$ cat src/hdl/psd_pkg.sv
// shared constants, codes and state type for the penalty score block
package psd_pkg;

  localparam int TIME_WIDTH_DEF  = 32;
  localparam int SCORE_WIDTH_DEF = 16;

  localparam int CFG_IDX_W = 3;

  localparam logic [CFG_IDX_W-1:0] REG_BASE_SCORE   = 3'd0;
  localparam logic [CFG_IDX_W-1:0] REG_MIN_SCORE    = 3'd1;
  localparam logic [CFG_IDX_W-1:0] REG_MAX_SCORE    = 3'd2;
  localparam logic [CFG_IDX_W-1:0] REG_QUAR_THRESH  = 3'd3;
  localparam logic [CFG_IDX_W-1:0] REG_DECAY_IVL    = 3'd4;
  localparam logic [CFG_IDX_W-1:0] REG_DECAY_PER    = 3'd5;

  localparam int BASE_RESET   = 100;
  localparam int MIN_RESET    = 0;
  localparam int MAX_RESET    = 100;
  localparam int THRESH_RESET = 50;

  localparam logic [1:0] ACT_PENALTY = 2'd0;
  localparam logic [1:0] ACT_REWARD  = 2'd1;

  typedef enum logic [1:0] {
    S_IDLE,
    S_DECAY,
    S_APPLY,
    S_SCORE
  } state_e;

endpackage

$ cat src/hdl/psd_decay_unit.sv
// bit-serial divider of elapsed time by the interval with running saturated decay product
module psd_decay_unit import psd_pkg::*; #(
  parameter int TIME_WIDTH  = TIME_WIDTH_DEF,
  parameter int SCORE_WIDTH = SCORE_WIDTH_DEF
) (
  input  logic                   clk_i,
  input  logic                   rst_ni,
  input  logic                   start_i,
  input  logic [TIME_WIDTH-1:0]  dividend_i,
  input  logic [SCORE_WIDTH-1:0] divisor_i,
  input  logic [SCORE_WIDTH-1:0] per_i,
  output logic                   done_o,
  output logic [SCORE_WIDTH-1:0] rem_o,
  output logic [SCORE_WIDTH:0]   dec_o
);

  localparam int CNT_W = $clog2(TIME_WIDTH + 1);

  logic                   busy_q, busy_d;
  logic                   done_q, done_d;
  logic [CNT_W-1:0]       cnt_q, cnt_d;
  logic [TIME_WIDTH-1:0]  dvd_q, dvd_d;
  logic [SCORE_WIDTH-1:0] rem_q, rem_d;
  logic [SCORE_WIDTH:0]   acc_q, acc_d;

  logic [SCORE_WIDTH:0]   trial;
  logic                   ge;
  logic [SCORE_WIDTH:0]   trial_sub;
  logic [SCORE_WIDTH+2:0] acc_wide;

  always_comb begin
    trial     = {rem_q, dvd_q[TIME_WIDTH-1]};
    ge        = trial >= {1'b0, divisor_i};
    trial_sub = trial - {1'b0, divisor_i};
    // horner form of quotient times per, msb first, capped at 2^SCORE_WIDTH
    acc_wide  = {1'b0, acc_q, 1'b0} + (ge ? {3'b000, per_i} : '0);

    busy_d = busy_q;
    done_d = 1'b0;
    cnt_d  = cnt_q;
    dvd_d  = dvd_q;
    rem_d  = rem_q;
    acc_d  = acc_q;

    if (start_i) begin
      busy_d = 1'b1;
      cnt_d  = CNT_W'(TIME_WIDTH);
      dvd_d  = dividend_i;
      rem_d  = '0;
      acc_d  = '0;
    end else if (busy_q) begin
      dvd_d = {dvd_q[TIME_WIDTH-2:0], 1'b0};
      rem_d = ge ? trial_sub[SCORE_WIDTH-1:0] : trial[SCORE_WIDTH-1:0];
      if (acc_wide >= {3'b001, {SCORE_WIDTH{1'b0}}}) begin
        acc_d = {1'b1, {SCORE_WIDTH{1'b0}}};
      end else begin
        acc_d = acc_wide[SCORE_WIDTH:0];
      end
      cnt_d = cnt_q - CNT_W'(1);
      if (cnt_q == CNT_W'(1)) begin
        busy_d = 1'b0;
        done_d = 1'b1;
      end
    end
  end

  always_ff @(posedge clk_i or negedge rst_ni) begin
    if (!rst_ni) begin
      busy_q <= 1'b0;
      done_q <= 1'b0;
      cnt_q  <= '0;
    end else begin
      busy_q <= busy_d;
      done_q <= done_d;
      cnt_q  <= cnt_d;
    end
  end

  always_ff @(posedge clk_i) begin
    dvd_q <= dvd_d;
    rem_q <= rem_d;
    acc_q <= acc_d;
  end

  assign done_o = done_q;
  assign rem_o  = rem_q;
  assign dec_o  = acc_q;

endmodule

$ cat src/hdl/psd_score_unit.sv
// score from base and penalty, clamped to the range, with quarantine compare
module psd_score_unit import psd_pkg::*; #(
  parameter int SCORE_WIDTH = SCORE_WIDTH_DEF
) (
  input  logic signed [SCORE_WIDTH-1:0] base_i,
  input  logic signed [SCORE_WIDTH-1:0] lo_i,
  input  logic signed [SCORE_WIDTH-1:0] hi_i,
  input  logic signed [SCORE_WIDTH-1:0] thr_i,
  input  logic        [SCORE_WIDTH-1:0] penalty_i,
  output logic signed [SCORE_WIDTH-1:0] score_o,
  output logic                          quar_o
);

  logic signed [SCORE_WIDTH+1:0] diff;
  logic signed [SCORE_WIDTH+1:0] lo_x;
  logic signed [SCORE_WIDTH+1:0] hi_x;

  always_comb begin
    lo_x = {{2{lo_i[SCORE_WIDTH-1]}}, lo_i};
    hi_x = {{2{hi_i[SCORE_WIDTH-1]}}, hi_i};
    diff = {{2{base_i[SCORE_WIDTH-1]}}, base_i} - $signed({2'b00, penalty_i});
    if (diff < lo_x) begin
      score_o = lo_i;
    end else if (diff > hi_x) begin
      score_o = hi_i;
    end else begin
      score_o = diff[SCORE_WIDTH-1:0];
    end
    quar_o = score_o < thr_i;
  end

endmodule

$ cat src/hdl/penalty_score_with_decay.sv
// top level: config registers, sequencer, penalty state and result register
//
// Leaky-bucket penalty score. Each word on the input channel (action, amount,
// now_time) first decays the stored penalty by whole elapsed decay intervals
// times the per-interval amount, then applies a positive penalty (capped at
// base minus min) or reward (floored at zero), and yields one result word with
// the clamped score, the penalty and the quarantine flag. When decay runs the
// elapsed time is divided by the interval in a bit-serial divider, one quotient
// bit per cycle. One word is worked on at a time; the next is taken while a
// finished result waits to be read. Configuration is written through cfg_we_i /
// cfg_idx_i / cfg_data_i; the user must write it only while idle, as the block
// itself does not enforce this.
module penalty_score_with_decay import psd_pkg::*; #(
  parameter int TIME_WIDTH  = TIME_WIDTH_DEF,
  parameter int SCORE_WIDTH = SCORE_WIDTH_DEF
) (
  input  logic                          clk_i,
  input  logic                          rst_ni,
  input  logic                          cfg_we_i,
  input  logic [CFG_IDX_W-1:0]          cfg_idx_i,
  input  logic [SCORE_WIDTH-1:0]        cfg_data_i,
  input  logic                          in_valid_i,
  output logic                          in_ready_o,
  input  logic [1:0]                    action_i,
  input  logic signed [SCORE_WIDTH-1:0] amount_i,
  input  logic [TIME_WIDTH-1:0]         now_time_i,
  output logic                          out_valid_o,
  input  logic                          out_ready_i,
  output logic signed [SCORE_WIDTH-1:0] score_out_o,
  output logic [SCORE_WIDTH-1:0]        penalty_out_o,
  output logic                          is_quarantined_o
);

  // config registers
  logic signed [SCORE_WIDTH-1:0] base_cfg_q, min_cfg_q, max_cfg_q, thr_cfg_q, per_cfg_q;
  logic        [SCORE_WIDTH-1:0] ivl_cfg_q;

  always_ff @(posedge clk_i or negedge rst_ni) begin
    if (!rst_ni) begin
      base_cfg_q <= SCORE_WIDTH'(BASE_RESET);
      min_cfg_q  <= SCORE_WIDTH'(MIN_RESET);
      max_cfg_q  <= SCORE_WIDTH'(MAX_RESET);
      thr_cfg_q  <= SCORE_WIDTH'(THRESH_RESET);
      ivl_cfg_q  <= '0;
      per_cfg_q  <= '0;
    end else if (cfg_we_i) begin
      case (cfg_idx_i)
        REG_BASE_SCORE:  base_cfg_q <= cfg_data_i;
        REG_MIN_SCORE:   min_cfg_q  <= cfg_data_i;
        REG_MAX_SCORE:   max_cfg_q  <= cfg_data_i;
        REG_QUAR_THRESH: thr_cfg_q  <= cfg_data_i;
        REG_DECAY_IVL:   ivl_cfg_q  <= cfg_data_i;
        REG_DECAY_PER:   per_cfg_q  <= cfg_data_i;
        default: ;
      endcase
    end
  end

  // sanitised config
  logic signed [SCORE_WIDTH-1:0] lo_s, hi_s, base_s, thr_s;
  logic        [SCORE_WIDTH-1:0] per_s;

  always_comb begin
    if (min_cfg_q > max_cfg_q) begin
      lo_s = max_cfg_q;
      hi_s = min_cfg_q;
    end else begin
      lo_s = min_cfg_q;
      hi_s = max_cfg_q;
    end
    if (base_cfg_q < lo_s) begin
      base_s = lo_s;
    end else if (base_cfg_q > hi_s) begin
      base_s = hi_s;
    end else begin
      base_s = base_cfg_q;
    end
    if (thr_cfg_q < lo_s) begin
      thr_s = lo_s;
    end else if (thr_cfg_q > hi_s) begin
      thr_s = hi_s;
    end else begin
      thr_s = thr_cfg_q;
    end
    per_s = per_cfg_q[SCORE_WIDTH-1] ? '0 : per_cfg_q;
  end

  // state
  state_e state_q, state_d;

  logic [SCORE_WIDTH-1:0]        pen_q, pen_d;
  logic [TIME_WIDTH-1:0]         last_q, last_d;
  logic                          out_valid_q, out_valid_d;

  logic [1:0]                    act_q;
  logic signed [SCORE_WIDTH-1:0] amt_q;
  logic [TIME_WIDTH-1:0]         now_q;
  logic signed [SCORE_WIDTH-1:0] lo_q, hi_q, base_q, thr_q;

  logic signed [SCORE_WIDTH-1:0] score_q;
  logic [SCORE_WIDTH-1:0]        pen_out_q;
  logic                          quar_q;

  logic                          in_acc;
  logic                          run_decay;
  logic                          dec_start;
  logic                          dec_done;
  logic [SCORE_WIDTH-1:0]        dec_rem;
  logic [SCORE_WIDTH:0]          dec_val;
  logic [TIME_WIDTH-1:0]         elapsed;

  logic                          amt_pos;
  logic signed [SCORE_WIDTH:0]   cap_w;
  logic [SCORE_WIDTH:0]          pen_sum;
  logic [SCORE_WIDTH:0]          cap_x;

  logic signed [SCORE_WIDTH-1:0] score_c;
  logic                          quar_c;
  logic                          out_free;

  assign in_ready_o = (state_q == S_IDLE);
  assign in_acc     = in_valid_i && in_ready_o;
  assign elapsed    = now_time_i - last_q;
  assign run_decay  = (ivl_cfg_q != '0) && (per_s != '0) && (last_q != '0) &&
                      (now_time_i > last_q);
  assign out_free   = !out_valid_q || out_ready_i;

  assign amt_pos = !amt_q[SCORE_WIDTH-1] && (amt_q != '0);
  assign cap_w   = {base_q[SCORE_WIDTH-1], base_q} - {lo_q[SCORE_WIDTH-1], lo_q};
  assign cap_x   = {1'b0, cap_w[SCORE_WIDTH-1:0]};
  assign pen_sum = {1'b0, pen_q} + {1'b0, amt_q};

  psd_decay_unit #(
    .TIME_WIDTH  (TIME_WIDTH),
    .SCORE_WIDTH (SCORE_WIDTH)
  ) u_decay (
    .clk_i      (clk_i),
    .rst_ni     (rst_ni),
    .start_i    (dec_start),
    .dividend_i (elapsed),
    .divisor_i  (ivl_cfg_q),
    .per_i      (per_s),
    .done_o     (dec_done),
    .rem_o      (dec_rem),
    .dec_o      (dec_val)
  );

  psd_score_unit #(
    .SCORE_WIDTH (SCORE_WIDTH)
  ) u_score (
    .base_i    (base_q),
    .lo_i      (lo_q),
    .hi_i      (hi_q),
    .thr_i     (thr_q),
    .penalty_i (pen_q),
    .score_o   (score_c),
    .quar_o    (quar_c)
  );

  always_comb begin
    state_d     = state_q;
    pen_d       = pen_q;
    last_d      = last_q;
    out_valid_d = out_valid_q;
    dec_start   = 1'b0;

    if (out_valid_q && out_ready_i) begin
      out_valid_d = 1'b0;
    end

    case (state_q)
      S_IDLE: begin
        if (in_acc) begin
          if (run_decay) begin
            dec_start = 1'b1;
            state_d   = S_DECAY;
          end else begin
            if (last_q == '0) begin
              last_d = now_time_i;
            end
            state_d = S_APPLY;
          end
        end
      end
      S_DECAY: begin
        if (dec_done) begin
          pen_d   = (dec_val >= {1'b0, pen_q}) ? '0 : pen_q - dec_val[SCORE_WIDTH-1:0];
          last_d  = now_q - TIME_WIDTH'(dec_rem);
          state_d = S_APPLY;
        end
      end
      S_APPLY: begin
        if (amt_pos) begin
          case (act_q)
            ACT_PENALTY: pen_d = (pen_sum > cap_x) ? cap_x[SCORE_WIDTH-1:0]
                                                   : pen_sum[SCORE_WIDTH-1:0];
            ACT_REWARD:  pen_d = ($unsigned(amt_q) >= pen_q) ? '0
                                                             : pen_q - $unsigned(amt_q);
            default: ;
          endcase
        end
        state_d = S_SCORE;
      end
      S_SCORE: begin
        if (out_free) begin
          out_valid_d = 1'b1;
          state_d     = S_IDLE;
        end
      end
      default: state_d = S_IDLE;
    endcase
  end

  always_ff @(posedge clk_i or negedge rst_ni) begin
    if (!rst_ni) begin
      state_q     <= S_IDLE;
      pen_q       <= '0;
      last_q      <= '0;
      out_valid_q <= 1'b0;
    end else begin
      state_q     <= state_d;
      pen_q       <= pen_d;
      last_q      <= last_d;
      out_valid_q <= out_valid_d;
    end
  end

  // input word and sanitised config snapshot
  always_ff @(posedge clk_i) begin
    if (in_acc) begin
      act_q  <= action_i;
      amt_q  <= amount_i;
      now_q  <= now_time_i;
      lo_q   <= lo_s;
      hi_q   <= hi_s;
      base_q <= base_s;
      thr_q  <= thr_s;
    end
  end

  // result register
  always_ff @(posedge clk_i) begin
    if ((state_q == S_SCORE) && out_free) begin
      score_q   <= score_c;
      pen_out_q <= pen_q;
      quar_q    <= quar_c;
    end
  end

  assign out_valid_o      = out_valid_q;
  assign score_out_o      = score_q;
  assign penalty_out_o    = pen_out_q;
  assign is_quarantined_o = quar_q;

endmodule

$ cat config.mk
export PLATFORM = sky130hd
export DESIGN_NAME = penalty_score_with_decay
export DESIGN_NICKNAME = d
export VERILOG_FILES = /design/src/hdl/psd_pkg.sv /design/src/hdl/psd_decay_unit.sv /design/src/hdl/psd_score_unit.sv /design/src/hdl/penalty_score_with_decay.sv
export SDC_FILE = /design/constraint.sdc
export NUM_CORES = 1
export LEC_CHECK = 0
export BUFFER_PORTS_ARGS = -buffer_cell sky130_fd_sc_hd__buf_4
export CAP_MARGIN = 10
export CORE_UTILIZATION = 53
export DETAILED_ROUTE_END_ITERATION = 7
export HOLD_SLACK_MARGIN = 0.05
export PLACE_DENSITY = 0.7
export SLEW_MARGIN = 25
export SYNTH_ARGS = -nofsm -noshare
export SYNTH_HDL_FRONTEND = slang
export SYNTH_SLANG_ARGS = --single-unit
export TNS_END_PERCENT = 30
$ cat constraint.sdc
create_clock -name clk_i -period 7.6 [get_ports clk_i]
set_input_delay 0.76 -clock clk_i [delete_from_list [all_inputs] [get_ports clk_i]]
set_output_delay 0.76 -clock clk_i [all_outputs]
set_load 0.05 [all_outputs]
==> run metrics <==
post-place setup slack=1140 ps; Setup crit end kind=register; clk sink count=367; gr ovfl total=0; Fillers=~4,300; WP data arrival=6830 ps; die area=51,200 µm²; Die H=226 µm; Final setup viols=0; layout cells sized above 1=0.107; CP Class=reg -> reg; RSZ-0062 raised after global routing=no; synthesized instance count=approximately 2,800; register area share after synthesis=0.372; Setup crit start kind=register; Hold WC Path Type=in -> async; endpoints failing hold=0; post-route minimum period=6540 ps; Final period util=0.860; Yosys Warn Count=0; Mapped Avg Cell Area=9.53 µm²; drt pass-1 iters=5; # IOs=109; crit-path max FO=29; first-pass GRT wire length=113 mm; clock latency at the later pin of the worst-skew pair=600 ps; Port Buffer Count=108; GP Congestion=just under 1; vias in the first global route=about 20,000; async set-reset flop share out of synthesis=0.422; final worst slack=around 1100 ps; max_slew headroom=0.339; Die X=226 µm; Cell Area, Synth=26,700 µm²; number of synthesized flops with an enable pin=179; commonest non-fill, non-tap cells in the layout=ha_1 (322), inv_1 (284), nand2_1 (195); vias per cell=5.95; DRC=0; number of DRC markers in iteration 0=1,551; CTS H-tree lvls=2; total wire length=73.4 mm; Synth Flop Type=edfxtp_1; core box area=between 40,000 and 50,000 µm²; Slew @ Worst Pin=986 ps; Cell variety after synth=89; Site Rows=81; Starting Density=0.542; initial antenna violation count=1; Setup TNS Final=0 ps; post_cts resized=0; Post-DRT Antenna Nets=0; largest net degree at the start of global routing=84; All-Layer GR Usage=0.286; max-cap violations=0; commonest non-fill, non-tap cell in the layout=ha_1; Placed Cells=approximately 3,500; Fmax=between 0.15 and 0.2 GHz; Post-CTS Setup Inserts=0; TritonCTS clock tree=built; vias=21,400; final std cells w/o fill=3,592; clk buf depth=3; placed wire-length estimate=between 50 and 60 mm; P&R area growth vs syn=11.3%; CP required=slightly below 8000 ps; outcome=complete, no violations; post-synthesis sequential element count=367; final net count=between 3,000 and 4,000; post-cts hold buffer count=0; clk slew on worst S/H paths=60 ps; Num CTS Buffers=43; Avg WL per Cell=around 20 µm; Post-Route Skew=22.1 ps; Mapped Nets=between 3,000 and 4,000; max-slew violation count=0; tightest hold margin=189 ps; clk root buf=clkbuf_16
## worst max-delay path, stage by stage (launching register included)
cell and delay [ps]:
dfrtp_1 410, ha_1 340, a21oi_1 160, nand2_1 70, a221o_1 350, or4_1 530, a21oi_4 730, buf_4 390
mux2i_1 550, ha_1 360, a21o_1 160, a21o_1 170, a21oi_1 140, nor2_1 60, a311oi_1 180, o21ai_0 140
or3_1 310, o22ai_1 260, mux2i_4 740, mux2i_1 180
## cells in the mapped netlist, types with 25 or more instances
master,n,area share
o21ai_1,69,0.013
o21a_1,31,0.0087
ha_1,323,0.15
xor2_1,40,0.013
o21bai_1,25,0.0070
a211oi_1,41,0.012
nor3_1,49,0.0092
nand3_1,37,0.0069
dfxtp_1,33,0.025
inv_1,284,0.040
a21o_1,57,0.016
dfrtp_1,146,0.14
nor2b_1,38,0.0089
nand2b_1,34,0.0080
nand2_1,196,0.028
xnor2_1,94,0.031
nor4_1,28,0.0066
nor2_1,194,0.027
edfxtp_1,179,0.20
nand4_1,41,0.0096
a21oi_1,172,0.032
mux2i_1,108,0.041
mux2_2,67,0.028
clkbuf_1,59,0.0083
o21ai_0,133,0.025
## final cells by class
class | count | area [µm²] | area share
multi-input combinational | 2069 | 15400 | 0.519
antenna | 1 | 2.50 | 0.0000843
inverter | 286 | 1070 | 0.0362
tap | 664 | 831 | 0.0280
clock buffer | 55 | 1240 | 0.0416
timing repair buffer | 125 | 946 | 0.0319
sequential | 367 | 9930 | 0.334
clock inverter | 25 | 260 | 0.00877
## kinds of logic (layout without fill, tap and decap cells)
group | Yosys count | count (layout) | share of synthesized area
simple gates | 716 | 716 | 0.131
compound gates | 689 | 689 | 0.163
flops | 367 | 367 | 0.372
buf+inv | 362 | 491 | 0.0529
fa+ha+maj | 332 | 332 | 0.158
mux | 198 | 198 | 0.0789
xor+xnor | 134 | 134 | 0.0440
other cells | 0 | 1 | 0
## sequential cells by signal, summed over array words and instances, names as in the netlist, 6 cells and up
register / cells
last_q: 32
now_q: 32
u_decay.dvd_q: 32
u_decay.dec_o: 17
amt_q: 16
base_cfg_q: 16
base_q: 16
hi_q: 16
ivl_cfg_q: 16
lo_q: 16
max_cfg_q: 16
min_cfg_q: 16
pen_q: 16
penalty_out_o: 16
per_cfg_q: 16
score_out_o: 16
thr_cfg_q: 16
thr_q: 16
u_decay.rem_o: 16
u_decay.cnt_q: 6
## worst paths after layout
kind	slack [ps]	cells after the start	start	end
setup / recovery	1060	19	min_cfg_q[14]	thr_q[7]
hold reg to reg	510	2	last_q[7]	last_q[7]
setup reg to reg	1060	19	min_cfg_q[14]	thr_q[7]
hold / removal	190	1	rst_ni	min_cfg_q[1]
min in group clk_i	350	1	amount_i[4]	amt_q[4]
max in group asynchronous	6160	2	rst_ni	pen_q[2]
## layer usage
layer / track usage / vias to the layer above / wire, µm
li1: - / 10300 / -
met1: 0.399 / 10300 / 33700
met2: 0.459 / 656 / 33300
met3: 0.0384 / 128 / 4280
met4: 0.0920 / 0 / 2140
met5: 0 / - / 0
## per-stage QoR
stage / instance area (µm²) / util
4_1_cts: 29700 / 0.602
2_1_floorplan: 26700 / -
5_1_grt: 29700 / 0.603
3_3_place_gp: 28200 / 0.572
6_report: 29700 / 0.603
3_5_place_dp: 28200 / 0.572
Power is not shown: default switching activity piles up to over one toggle a cycle in this logic, so the estimate is an artifact.
